[config.mk]
export PLATFORM = sky130hd
export DESIGN_NAME = kirs_ctrl
export DESIGN_NICKNAME = d
export VERILOG_FILES = /design/src/rtl/kirs_pkg.sv /design/src/rtl/kirs_ctrl.sv
export SDC_FILE = /design/constraint.sdc
export NUM_CORES = 1
export LEC_CHECK = 0
export BUFFER_PORTS_ARGS = -buffer_cell sky130_fd_sc_hd__buf_2
export CORE_MARGIN = 1
export CORE_UTILIZATION = 40
export DETAILED_ROUTE_END_ITERATION = 8
export GPL_TIMING_DRIVEN = 0
export PLACE_DENSITY = 0.66
export REMOVE_ABC_BUFFERS = 1
export SYNTH_ARGS = -nofsm -noshare
export SYNTH_HDL_FRONTEND = slang
export SYNTH_SLANG_ARGS = --single-unit
[constraint.sdc]
create_clock -name i_clk -period 4.1 [get_ports i_clk]
set_clock_uncertainty 0.05 [all_clocks]
set_input_delay 0.205 -clock i_clk [delete_from_list [all_inputs] [get_ports i_clk]]
set_output_delay 0.205 -clock i_clk [all_outputs]
set_load 0.005 [all_outputs]
[src/rtl/kirs_pkg.sv]
// Types, codes and pass table of the keyed image row scrambler.
package kirs_pkg;

    // request modes
    localparam logic [1:0] MODE_KEY  = 2'd0;
    localparam logic [1:0] MODE_PIX  = 2'd1;
    localparam logic [1:0] MODE_READ = 2'd2;

    // configuration register indexes
    localparam logic [1:0] CFG_ROWS = 2'd0;
    localparam logic [1:0] CFG_COLS = 2'd1;
    localparam logic [1:0] CFG_FWD  = 2'd2;
    localparam int CFG_DW = 9;

    localparam logic [3:0] LAST_PASS = 4'd10;

    typedef struct packed {
        logic [1:0]  mode;
        logic [13:0] key_index;
        logic [13:0] key_value;
        logic [23:0] pixel_in;
    } t_req;

    typedef struct packed {
        logic [23:0] pixel_out;
        logic        last_pixel;
    } t_res;

    typedef enum logic [3:0] {
        OP_NONE, OP_LOAD_KEY, OP_LOAD_PIX, OP_READ, OP_START, OP_PASS_INIT,
        OP_CLEAR, OP_COPY, OP_KEY_RD, OP_KEY_TEST, OP_ROW_SET, OP_ROW_MOVE,
        OP_SL_ROW, OP_SL_MOVE, OP_SL_NORM, OP_ROT
    } t_op;

    typedef enum logic [1:0] {PK_SCR, PK_SLANT, PK_ROT_CW, PK_ROT_CCW} t_pass_kind;

    typedef struct packed {
        t_op        op;
        logic [3:0] pass_idx;
    } t_cmd;

    typedef struct packed {
        logic full_next;
        logic read_last;
        logic cnt_last;
        logic key_last;
        logic key_hit;
        logic placed_full;
        logic row_last;
        logic norm_done;
        logic rows_done;
        logic rot_last;
        logic out_busy;
    } t_stat;

    // pass order: scramble, slant, scramble, rotate cw, ... , scramble
    function automatic t_pass_kind pass_kind(input logic [3:0] p);
        t_pass_kind k;
        case (p)
            4'd1, 4'd5, 4'd9: k = PK_SLANT;
            4'd3:             k = PK_ROT_CW;
            4'd7:             k = PK_ROT_CCW;
            default:          k = PK_SCR;
        endcase
        return k;
    endfunction

    // passes 4..7 work on the transposed (cols x rows) frame
    function automatic logic pass_swap(input logic [3:0] p);
        return (p >= 4'd4) && (p <= 4'd7);
    endfunction

endpackage

[src/rtl/kirs_ctrl.sv]
// Sequencer: request decode and pass/phase state machine.
module kirs_ctrl import kirs_pkg::*; (
    input  logic       i_clk,
    input  logic       i_rst_n,
    input  logic       i_req_valid,
    output logic       o_req_ready,
    input  logic [1:0] i_mode,
    input  t_stat      i_stat,
    output t_cmd       o_cmd
);

    typedef enum logic [3:0] {
        S_IDLE, S_START, S_PASS, S_CLEAR, S_KEY_RD, S_KEY_TEST, S_ROW_SET,
        S_ROW_MOVE, S_SL_ROW, S_SL_MOVE, S_SL_NORM, S_ROT, S_DRAIN, S_COPY,
        S_DRAIN2
    } t_state;

    t_state     r_state, n_state;
    logic [3:0] r_pass, n_pass;
    logic       r_result_ready, n_result_ready;
    logic       w_fire;

    assign o_req_ready = (r_state == S_IDLE) && !i_stat.out_busy;
    assign w_fire      = i_req_valid && o_req_ready;

    // next state and command
    always_comb begin
        n_state        = r_state;
        n_pass         = r_pass;
        n_result_ready = r_result_ready;
        o_cmd.op       = OP_NONE;
        o_cmd.pass_idx = r_pass;
        case (r_state)
            S_IDLE: begin
                if (w_fire) begin
                    if (i_mode == MODE_KEY) begin
                        o_cmd.op = OP_LOAD_KEY;
                    end else if (i_mode == MODE_PIX && !r_result_ready) begin
                        o_cmd.op = OP_LOAD_PIX;
                        if (i_stat.full_next) n_state = S_START;
                    end else if (i_mode == MODE_READ && r_result_ready) begin
                        o_cmd.op = OP_READ;
                        if (i_stat.read_last) n_result_ready = 1'b0;
                    end
                end
            end
            S_START: begin
                o_cmd.op = OP_START;
                n_pass   = 4'd0;
                n_state  = S_PASS;
            end
            S_PASS: begin
                o_cmd.op = OP_PASS_INIT;
                case (pass_kind(r_pass))
                    PK_SCR:   n_state = S_CLEAR;
                    PK_SLANT: n_state = S_SL_ROW;
                    default:  n_state = S_ROT;
                endcase
            end
            S_CLEAR: begin
                o_cmd.op = OP_CLEAR;
                if (i_stat.cnt_last) n_state = S_KEY_RD;
            end
            S_KEY_RD: begin
                if (i_stat.placed_full) begin
                    n_state = S_DRAIN;
                end else begin
                    o_cmd.op = OP_KEY_RD;
                    n_state  = S_KEY_TEST;
                end
            end
            S_KEY_TEST: begin
                o_cmd.op = OP_KEY_TEST;
                if (i_stat.key_hit)       n_state = S_ROW_SET;
                else if (i_stat.key_last) n_state = S_DRAIN;
                else                      n_state = S_KEY_RD;
            end
            S_ROW_SET: begin
                o_cmd.op = OP_ROW_SET;
                n_state  = S_ROW_MOVE;
            end
            S_ROW_MOVE: begin
                o_cmd.op = OP_ROW_MOVE;
                if (i_stat.row_last) n_state = i_stat.key_last ? S_DRAIN : S_KEY_RD;
            end
            S_SL_ROW: begin
                o_cmd.op = OP_SL_ROW;
                n_state  = S_SL_MOVE;
            end
            S_SL_MOVE: begin
                o_cmd.op = OP_SL_MOVE;
                if (i_stat.row_last) n_state = S_SL_NORM;
            end
            S_SL_NORM: begin
                o_cmd.op = OP_SL_NORM;
                if (i_stat.norm_done) n_state = i_stat.rows_done ? S_DRAIN : S_SL_ROW;
            end
            S_ROT: begin
                o_cmd.op = OP_ROT;
                if (i_stat.rot_last) n_state = S_DRAIN;
            end
            S_DRAIN: begin
                n_state = S_COPY;
            end
            S_COPY: begin
                o_cmd.op = OP_COPY;
                if (i_stat.cnt_last) n_state = S_DRAIN2;
            end
            S_DRAIN2: begin
                if (r_pass == LAST_PASS) begin
                    n_state        = S_IDLE;
                    n_result_ready = 1'b1;
                end else begin
                    n_pass  = r_pass + 4'd1;
                    n_state = S_PASS;
                end
            end
            default: n_state = S_IDLE;
        endcase
    end

    // state and registered flags
    always_ff @(posedge i_clk) begin
        if (!i_rst_n) begin
            r_state        <= S_IDLE;
            r_pass         <= 4'd0;
            r_result_ready <= 1'b0;
        end else begin
            r_state        <= n_state;
            r_pass         <= n_pass;
            r_result_ready <= n_result_ready;
        end
    end

endmodule

==> results of run 1 <==
## per-stage QoR
stage / setup slack, ns / hold WS, ns / cell area, µm²
floorplan: 2.17 / 0.283 / 843
global placement: 1.98 / 0.487 / 997
detailed placement: 1.96 / 0.487 / 997
CTS: 1.96 / 0.211 / 1020
global route: 1.79 / 0.221 / 1020
finish: 1.95 / 0.219 / 1020
## power by group through the flow
stage	Sequential, W	Clock, W	Combinational (W)
floorplan	0.000131	0	0.000128
global placement	0.000143	0	0.000170
detailed placement	0.000144	0	0.000172
CTS	0.000142	0.0000688	0.000173
global route	0.000148	0.0000745	0.000193
finish	0.000142	0.0000655	0.000172
## worst paths after layout
path | startpoint | endpoint | slack, ns
worst max-delay path | r_state[2]$_SDFFE_PN0P_ | r_state[1]$_SDFFE_PN0P_ | 1.95
worst min-delay path | i_rst_n | r_result_ready$_SDFFE_PN0P_ | 0.22
worst max register to register | r_state[2]$_SDFFE_PN0P_ | r_state[1]$_SDFFE_PN0P_ | 1.95
worst min register to register | r_pass[3]$_SDFFE_PN0P_ | r_pass[3]$_SDFFE_PN0P_ | 0.51
## area by class of cell
class                      instances  area, µm²  share of cell area
tap                               27       33.8              0.0330
sequential                         9        180               0.176
inverter                           4       15.0              0.0147
timing repair buffer              24        120               0.117
multi-input combinational         93        648               0.633
clock buffer                       4       26.3              0.0257
## worst max-delay path: stages (launching register included)
cell and delay (ns):
dfxtp_1 0.80, mux2i_1 0.20, a32o_1 0.32, or4_1 0.49, and3_1 0.18
## synth_stat cells, drive strengths merged (2+ instances only)
cell and number:
inv 4, or4 2, nor3 2, buf 7
nor2 8, ha 3, nand2 14, or3 2
mux2i 7, nand4b 3, mux2 2, o21bai 2
dfxtp 9, o21ai 3, and4b 2, a21oi 7
nor4b 3, nor3b 2, a31oi 2, a2111oi 2
nor2b 3, nand3 2, nand2b 6, nand4 2
## registers in the layout (all words and copies together) (netlist names)
name,cells
r_pass,4
r_result_ready,1
r_state,4
## logic make-up (layout without fill, tap and decap cells)
family	count (synthesis)	count (layout)
and+or+nand+nor	55	55
AOI/OAI and AO/OA	25	25
buffers and inverters	12	32
muxes	9	9
DFF	9	9
adders and majority gates	3	3
xor gates and xnor gates	1	1
## per-layer routing
layer  global-route usage  wire [µm]
met2                0.292        848
met1                0.219        940
met5                    0          0
met3               0.0561         81
met4               0.0294          0
==> flow_summary.yaml, run 1 <==
logic_synthesis:
  synth_xor_area_frac: 0.00985
  synthDominantAreaCellType: "dfxtp_1"
  postSynthAreaPerCell_um2: 7.80
  synth_area_um2: 890
  synth_top_family_by_area: "simple AND/OR/NAND/NOR gates"
  ys_types: 42
  synth_mux_area_frac: 0.104
  yosysTopAreaCellShare: 0.203
  synth_seq_cells: 9
  synth-adder-area-share: 0.0422
  synth_compound_area_frac: 0.195
  syn_inst: 114
  synth-simple-area-share: 0.377
  yosysSeqAreaShare: 0.203
  ys_warn_count: 0
  synth_edf_count: 0
  synthTopCellsByArea: "dfxtp_1 20%, mux2i_1 7.9%, nand2_1 5.9%"
  synthArstFlopShare: 0
  synth-main-ff-cell: "dfxtp_1"
timing:
  fin_setup_tns_ns: 0
  relSlewSlack: 0.499
  max_freq_mhz: 466
  finalCriticalPeriod_ns: 2.15
  rsz0062_at_grt: "no"
  setup_viol: 0
  fin_crit_sh: 0.523
  tightestPinTransition_ns: 0.751
  hold_viol_final: 0
  maxSlewViolCount: 0
routing:
  vias: 877
  finalWirelength_um: 1870
  wl_per_cell_um: 11.6
  drtIter0Drc: 19
  avgViaCountPerCell: 5.45
  drc: 0
  first_pass_iters: 4
  detail-route-antenna-nets: 0
cts:
  cts_sinks: 9
  ctsResizeCount: 0
  cts_buffers: 3
  cts_root_buffer: "clkbuf_4"
  cts_hold_buffers: 0
  clk_path_buf_depth: 2
  insertion_delay_ns: 0.26
  cts_tree: "yes"
  path_clk_slew_ns: 0.05
  cts_setup_buffers: 0
  cts_max_level: 1
global_route:
  grt_pass1_vias: 784
  grt-ovfl-total: 0
  grt_max_degree: 26
  gr-usage-all-layers: 0.175
  grt_pass1_wl_um: 3310
  antenna_found_initial: 0
power:
  irDropWorstVdd_mv: 0.270
  p_switching_w: 0.000154
  p_leak_nw: 0.388
  power_frac_seq: 0.375
  combPwrFrac: 0.452
  p_clk_frac: 0.173
  swShare: 0.406
  p_per_area_nw_per_um2: 371
  power.internal_w: 0.000225
  finalPower_w: 0.000379
floorplan:
  ios: 25
  die_area_um2: 2420
  core_um2: 2020
  die_h_um: 49.2
  num_rows: 16
  start_util: 0.440
  die_w_um: 49.2
min_path:
  hold_class: "in2reg"
  min_path_cells: 2
finish:
  layout_commonest_cell: "buf_2"
  fin_util: 0.506
  drive_gt1_frac: 0.246
  instances_no_fill: 161
  nFillCells: 211
  area_growth_syn_to_layout_pct: 15.0
  nets: 154
  most-common-layout-cells: "24 x buf_2, 14 x nand2_1, 9 x dfxtp_1"
  diodes: 0
placement:
  io_buffer_count: 24
  dpl.cell_count: 157
  place.gp.congestion: 0.738
  hpwl_um: 1400
outcome:
  status: "finished clean"
worst_setup_path:
  crit_arrival_ns: 2.25
  worstPathRequired_ns: 4.20
  worst_setup_path_start_kind: "register"
  reg2reg_depth: 4
  end_kind: "register"
  cp_max_fo: 25
  crit_type: "reg2reg"
job:
  cap_violations: 0
Note: power is estimated with default switching activity, not from simulation.
==> inputs of run 2 (changes only) <==
==> constraint.sdc (replaced) <==
create_clock -name i_clk -period 2 [get_ports i_clk]
set_clock_uncertainty 0.05 [all_clocks]
set_input_delay 0.1 -clock i_clk [delete_from_list [all_inputs] [get_ports i_clk]]
set_output_delay 0.1 -clock i_clk [all_outputs]
set_load 0.005 [all_outputs]
==> run 2 against run 1 <==
  * Clock power grew 100%
  * First-iteration DRC count shrank 21%
  * Wire length grew 0.11%
  * Worst hold slack lost 0.11 ns
  * Clock-buffer cell count is the same
  * Setup slack lost 1.8 ns
  * Flip-flop and latch count is the same
  * Die area is the same
  * Combinational power grew 100%
  * Power grew 110%
  * Critical endpoint unchanged
  * Largest cell class unchanged
  * Largest power group unchanged
  * Highest routed layer unchanged
==> flow_summary.yaml, run 2 (same netlist as run 1, synthesis figures left out) <==
worst_setup_path:
  crit_buf_inv: 0
  cp_max_fo: 25
  worstPathRequired_ns: 2.10
  reg2reg_depth: 4
  cpPeakStageDelay_ns: 0.58
  slowest_stage: "dfxtp_2"
  cp_cell_sequence: "mux2i_1 > a32o_1 > or4_1 > and3_1"
  crit_type: "reg2reg"
  worst_setup_path_start_kind: "register"
  r2r_end: "r_state[1]$_SDFFE_PN0P_"
  crit_cells: 4
  critPathTopFamily: "simple AND/OR/NAND/NOR gates"
  reg2reg_slack_ns: 0.13
  crit_arrival_ns: 1.97
  timing.rr.start: "r_state[2]$_SDFFE_PN0P_"
  end_kind: "register"
power:
  combPwrFrac: 0.449
  irDropWorstVdd_mv: 0.560
  p_per_area_nw_per_um2: 759
  p_leak_nw: 0.390
  p_switching_w: 0.000315
  p_clk_frac: 0.172
  power_frac_seq: 0.379
  swShare: 0.404
  power.internal_w: 0.000466
timing:
  rsz0062_at_grt: "no"
  maxSlewViolCount: 0
  setup_viol: 0
  finalCriticalPeriod_ns: 1.87
  hold_viol_final: 0
  relSlewSlack: 0.724
  hold_slack_ns: 0.111
  tightestPinTransition_ns: 0.404
  fin_crit_sh: 0.935
  max_freq_mhz: 535
floorplan:
  start_util: 0.440
  die_w_um: 49.2
  core_um2: 2020
  die_h_um: 49.2
  die_area_um2: 2420
  ios: 25
  num_rows: 16
routing:
  detail-route-antenna-nets: 0
  finalWirelength_um: 1870
  drc: 0
  vias: 880
  first_pass_iters: 4
  wl_per_cell_um: 11.6
  avgViaCountPerCell: 5.47
  drtIter0Drc: 15
cts:
  path_clk_slew_ns: 0.05
  cts_max_level: 1
  cts_root_buffer: "clkbuf_4"
  cts_tree: "yes"
  insertion_delay_ns: 0.26
  cts_setup_buffers: 0
  clk_path_buf_depth: 2
  cts_buffers: 3
  cts_sinks: 9
placement:
  place_area_um2: 997
  hpwl_um: 1400
  place.gp.congestion: 0.738
  io_buffer_count: 24
finish:
  diodes: 0
  final_area_um2: 1030
  most-common-layout-cells: "24 x buf_2, 14 x nand2_1, 8 x nor2_1"
  area_growth_syn_to_layout_pct: 15.6
  reg_top3: "r_pass x4, r_state x4, r_result_ready x1"
  nFillCells: 208
  drive_gt1_frac: 0.276
  layout_commonest_cell: "buf_2"
  multi_input_area_um2: 648
  nets: 154
  regArea_um2: 185
min_path:
  hold_class: "in2reg"
  worstHoldEndpoint: "r_state[2]$_SDFFE_PN0P_"
  min_path_cells: 3
  min-delay-start: "i_rst_n"
job:
  cap_violations: 0
global_route:
  grt_pass1_wl_um: 3320
  grt_max_degree: 26
  antenna_found_initial: 0
  grt-ovfl-total: 0
  grt_pass1_vias: 784
  gr-usage-all-layers: 0.175
outcome:
  status: "finished clean"
## run 2: stage by stage
step | power (W) | utilization | setup TNS [ns] | instances | setup slack, ns
after floorplan | 0.000531 | - | 0 | 106 | 0.0704
after global placement | 0.000641 | 0.493 | -0.154 | 157 | -0.122
after detailed placement | 0.000648 | 0.493 | -0.202 | 157 | -0.137
after CTS | 0.000786 | 0.507 | 0 | 161 | 0.0291
after global routing | 0.000855 | 0.509 | 0 | 161 | 0.0116
final | 0.000781 | 0.509 | 0 | 161 | 0.130
## run 2: power by group through the flow
stage / clock, W / sequential (W) / combinational [W]
final: 0.000134 / 0.000296 / 0.000351
after global routing: 0.000153 / 0.000308 / 0.000394
after CTS: 0.000141 / 0.000291 / 0.000354
after detailed placement: 0 / 0.000295 / 0.000353
after global placement: 0 / 0.000293 / 0.000347
after floorplan: 0 / 0.000268 / 0.000263
## run 2: layout make-up
type                    count  area share
inverters                   4      0.0146
multi-input cells          93       0.630
well taps                  27      0.0328
flip-flops and latches      9       0.180
repair buffers             24       0.117
clock buffers               4      0.0255
## run 2: layer usage
metal	vias to the layer above	global-route usage	part of all wire
met4	0	0.0294	0
li1	464	-	-
met2	16	0.292	0.45
met5	-	0	0
met1	400	0.221	0.51
met3	0	0.0561	0.043
## run 2: what timing repair did
action,in CTS,in global routing
setup endpoints to repair,4,6
gates resized for setup,1,3
pin swaps,0,0
hold endpoints to repair,0,0
hold buffers,0,0
## run 2: worst max path at each step
stage / slack (ns) / startpoint / endpoint
3_5_place_dp: -0.14 / r_state[2]$_SDFFE_PN0P_ / r_state[1]$_SDFFE_PN0P_
5_1_grt: 0.01 / r_state[2]$_SDFFE_PN0P_ / r_state[1]$_SDFFE_PN0P_
2_1_floorplan: 0.07 / r_state[2]$_SDFFE_PN0P_ / r_state[1]$_SDFFE_PN0P_
6_report: 0.13 / r_state[2]$_SDFFE_PN0P_ / r_state[1]$_SDFFE_PN0P_
3_3_place_gp: -0.12 / r_state[2]$_SDFFE_PN0P_ / r_state[1]$_SDFFE_PN0P_
4_1_cts: 0.03 / r_state[3]$_SDFFE_PN0P_ / r_state[1]$_SDFFE_PN0P_
## run 2: worst reg2reg max path, stage by stage (launching register included)
cell and delay [ns]:
dfxtp_2 0.58, mux2i_1 0.16, a32o_1 0.30, or4_1 0.49
and3_1 0.18
==> inputs of run 3 (changes only) <==
==> constraint.sdc (replaced) <==
create_clock -name i_clk -period 2 [get_ports i_clk]
set_clock_uncertainty 0.05 [all_clocks]
set_input_delay 0.3 -clock i_clk [delete_from_list [all_inputs] [get_ports i_clk]]
set_output_delay 0.3 -clock i_clk [all_outputs]
set_load 0.005 [all_outputs]
==> run 3 against run 2 <==
  * Worst hold slack gained 0.20 ns
  * Global-route usage is the same
  * Sequential power is essentially flat
  * Maximum frequency grew 2.1%
  * Register-to-register slack gained 0.13 ns
  * Critical path depth shrank 1
  * Non-clock buffer count is the same
  * Design area grew 0.24%
  * Flip-flop and latch count is the same
  * Clock-buffer cell count is the same
  * Die area is the same
  * Clock power is essentially flat
==> flow_summary.yaml, run 3 (same netlist as run 1, synthesis figures left out) <==
floorplan:
  core_um2: 2020
  start_util: 0.440
  num_rows: 16
  die_area_um2: 2420
  die_w_um: 49.2
  ios: 25
  die_h_um: 49.2
worst_setup_path:
  cp_cell_sequence: "or4_4 > nor2_1 > buf_2"
  worst_setup_path_start_kind: "register"
  critPathTopFamily: "simple AND/OR/NAND/NOR gates"
  cpPeakStageDelay_ns: 0.59
  cp_max_fo: 23
  worstPathRequired_ns: 1.65
  slowest_stage: "or4_4"
  end_kind: "output port"
  crit_buf_inv: 1
  crit_type: "reg2out"
  crit_arrival_ns: 1.48
timing:
  relSlewSlack: 0.724
  fin_crit_sh: 0.916
  maxSlewViolCount: 0
  hold_viol_final: 0
  tightestPinTransition_ns: 0.403
  max_freq_mhz: 546
  setup_ws_ns: 0.168
  finalCriticalPeriod_ns: 1.83
  setup_viol: 0
  rsz0062_at_grt: "no"
power:
  power_frac_seq: 0.377
  combPwrFrac: 0.452
  power.internal_w: 0.000465
  p_leak_nw: 0.390
  p_switching_w: 0.000317
  irDropWorstVdd_mv: 0.557
  p_per_area_nw_per_um2: 758
  p_clk_frac: 0.171
  swShare: 0.405
placement:
  pre_cts_ws_ns: -0.137
  io_buffer_count: 24
  place.gp.congestion: 0.738
  hpwl_um: 1400
routing:
  first_pass_iters: 4
  vias: 889
  drc: 0
  wl_met2_um: 865
  met1Wirelength_um: 936
  detail-route-antenna-nets: 0
  finalWirelength_um: 1900
  top_layer_used: "met3"
  wl_met3_um: 97
  avgViaCountPerCell: 5.52
  wl_per_cell_um: 11.8
  drtIter0Drc: 18
finish:
  reg_top3: "r_pass x4, r_state x4, r_result_ready x1"
  most-common-layout-cells: "24 x buf_2, 14 x nand2_1, 8 x nor2_1"
  area_growth_syn_to_layout_pct: 15.9
  layout_commonest_cell: "buf_2"
  drive_gt1_frac: 0.276
  fin_util: 0.510
  diodes: 0
  nets: 154
  nFillCells: 207
cts:
  clk_path_buf_depth: 2
  path_clk_slew_ns: 0.05
  insertion_delay_ns: 0.25
  cts_buffers: 3
  cts_tree: "yes"
  cts_sinks: 9
  cts_hold_buffers: 0
  cts_root_buffer: "clkbuf_4"
  cts_setup_buffers: 0
  cts_max_level: 1
outcome:
  status: "finished clean"
global_route:
  grt_pass1_vias: 784
  gr-usage-all-layers: 0.175
  antenna_found_initial: 0
  grt_max_degree: 26
  grt_pass1_wl_um: 3320
  grt-ovfl-total: 0
job:
  cap_violations: 0
min_path:
  hold_class: "in2reg"
==> run 3: cell counts in the layout (fill, tap and decap cells not counted) <==
No cell type changed its count.
==> run 3: worst paths after layout <==
check                     startpoint                      end  slack [ns]  cells after the start
max          r_state[3]$_SDFFE_PN0P_              o_req_ready        0.17                      3
min                          i_rst_n  r_state[2]$_SDFFE_PN0P_        0.32                      3
max reg2reg  r_state[2]$_SDFFE_PN0P_  r_state[1]$_SDFFE_PN0P_        0.26                      4
min reg2reg   r_pass[3]$_SDFFE_PN0P_   r_pass[3]$_SDFFE_PN0P_        0.51                      2
==> run 3: what timing repair did <==
item | CTS | global route
gates cloned | 0 | 0
gates resized for setup | 4 | 1
endpoints found under the setup margin | 6 | 1
==> run 3: power groups by stage <==
stage,clock network (W),logic (W),registers (W)
after floorplan,0,0.000263,0.000268
after global placement,0,0.000347,0.000293
after detailed placement,0,0.000353,0.000295
after CTS,0.000141,0.000353,0.000295
after global routing,0.000153,0.000393,0.000308
final,0.000134,0.000353,0.000295
==> run 3: per-stage QoR <==
step,std cells,TNS [ns],total power [W],hold WS [ns],area [µm²]
3_5_place_dp,157,-0.202,0.000648,0.503,997
5_1_grt,161,0,0.000854,0.317,1030
4_1_cts,161,0,0.000789,0.302,1030
3_3_place_gp,157,-0.154,0.000641,0.487,997
2_1_floorplan,106,0,0.000531,0.378,843
6_report,161,0,0.000782,0.316,1030
==> run 3: per-layer routing <==
layer | up-vias | track usage
met5 | - | 0
met4 | 0 | 0.0294
met3 | 0 | 0.0561
met2 | 21 | 0.292
met1 | 403 | 0.221
li1 | 465 | -
==> run 3: worst min-delay path, stage by stage <==
cell and delay, ns:
buf_2 0.15, nand2_1 0.07, mux2i_1 0.06
==> run 3: layout make-up <==
class | instances | area [µm²] | share of cell area
multi-input cells | 93 | 648 | 0.629
inverters | 4 | 15.0 | 0.0146
flip-flops and latches | 9 | 188 | 0.182
clock buffers | 4 | 26.3 | 0.0255
well taps | 27 | 33.8 | 0.0328
repair buffers | 24 | 120 | 0.117
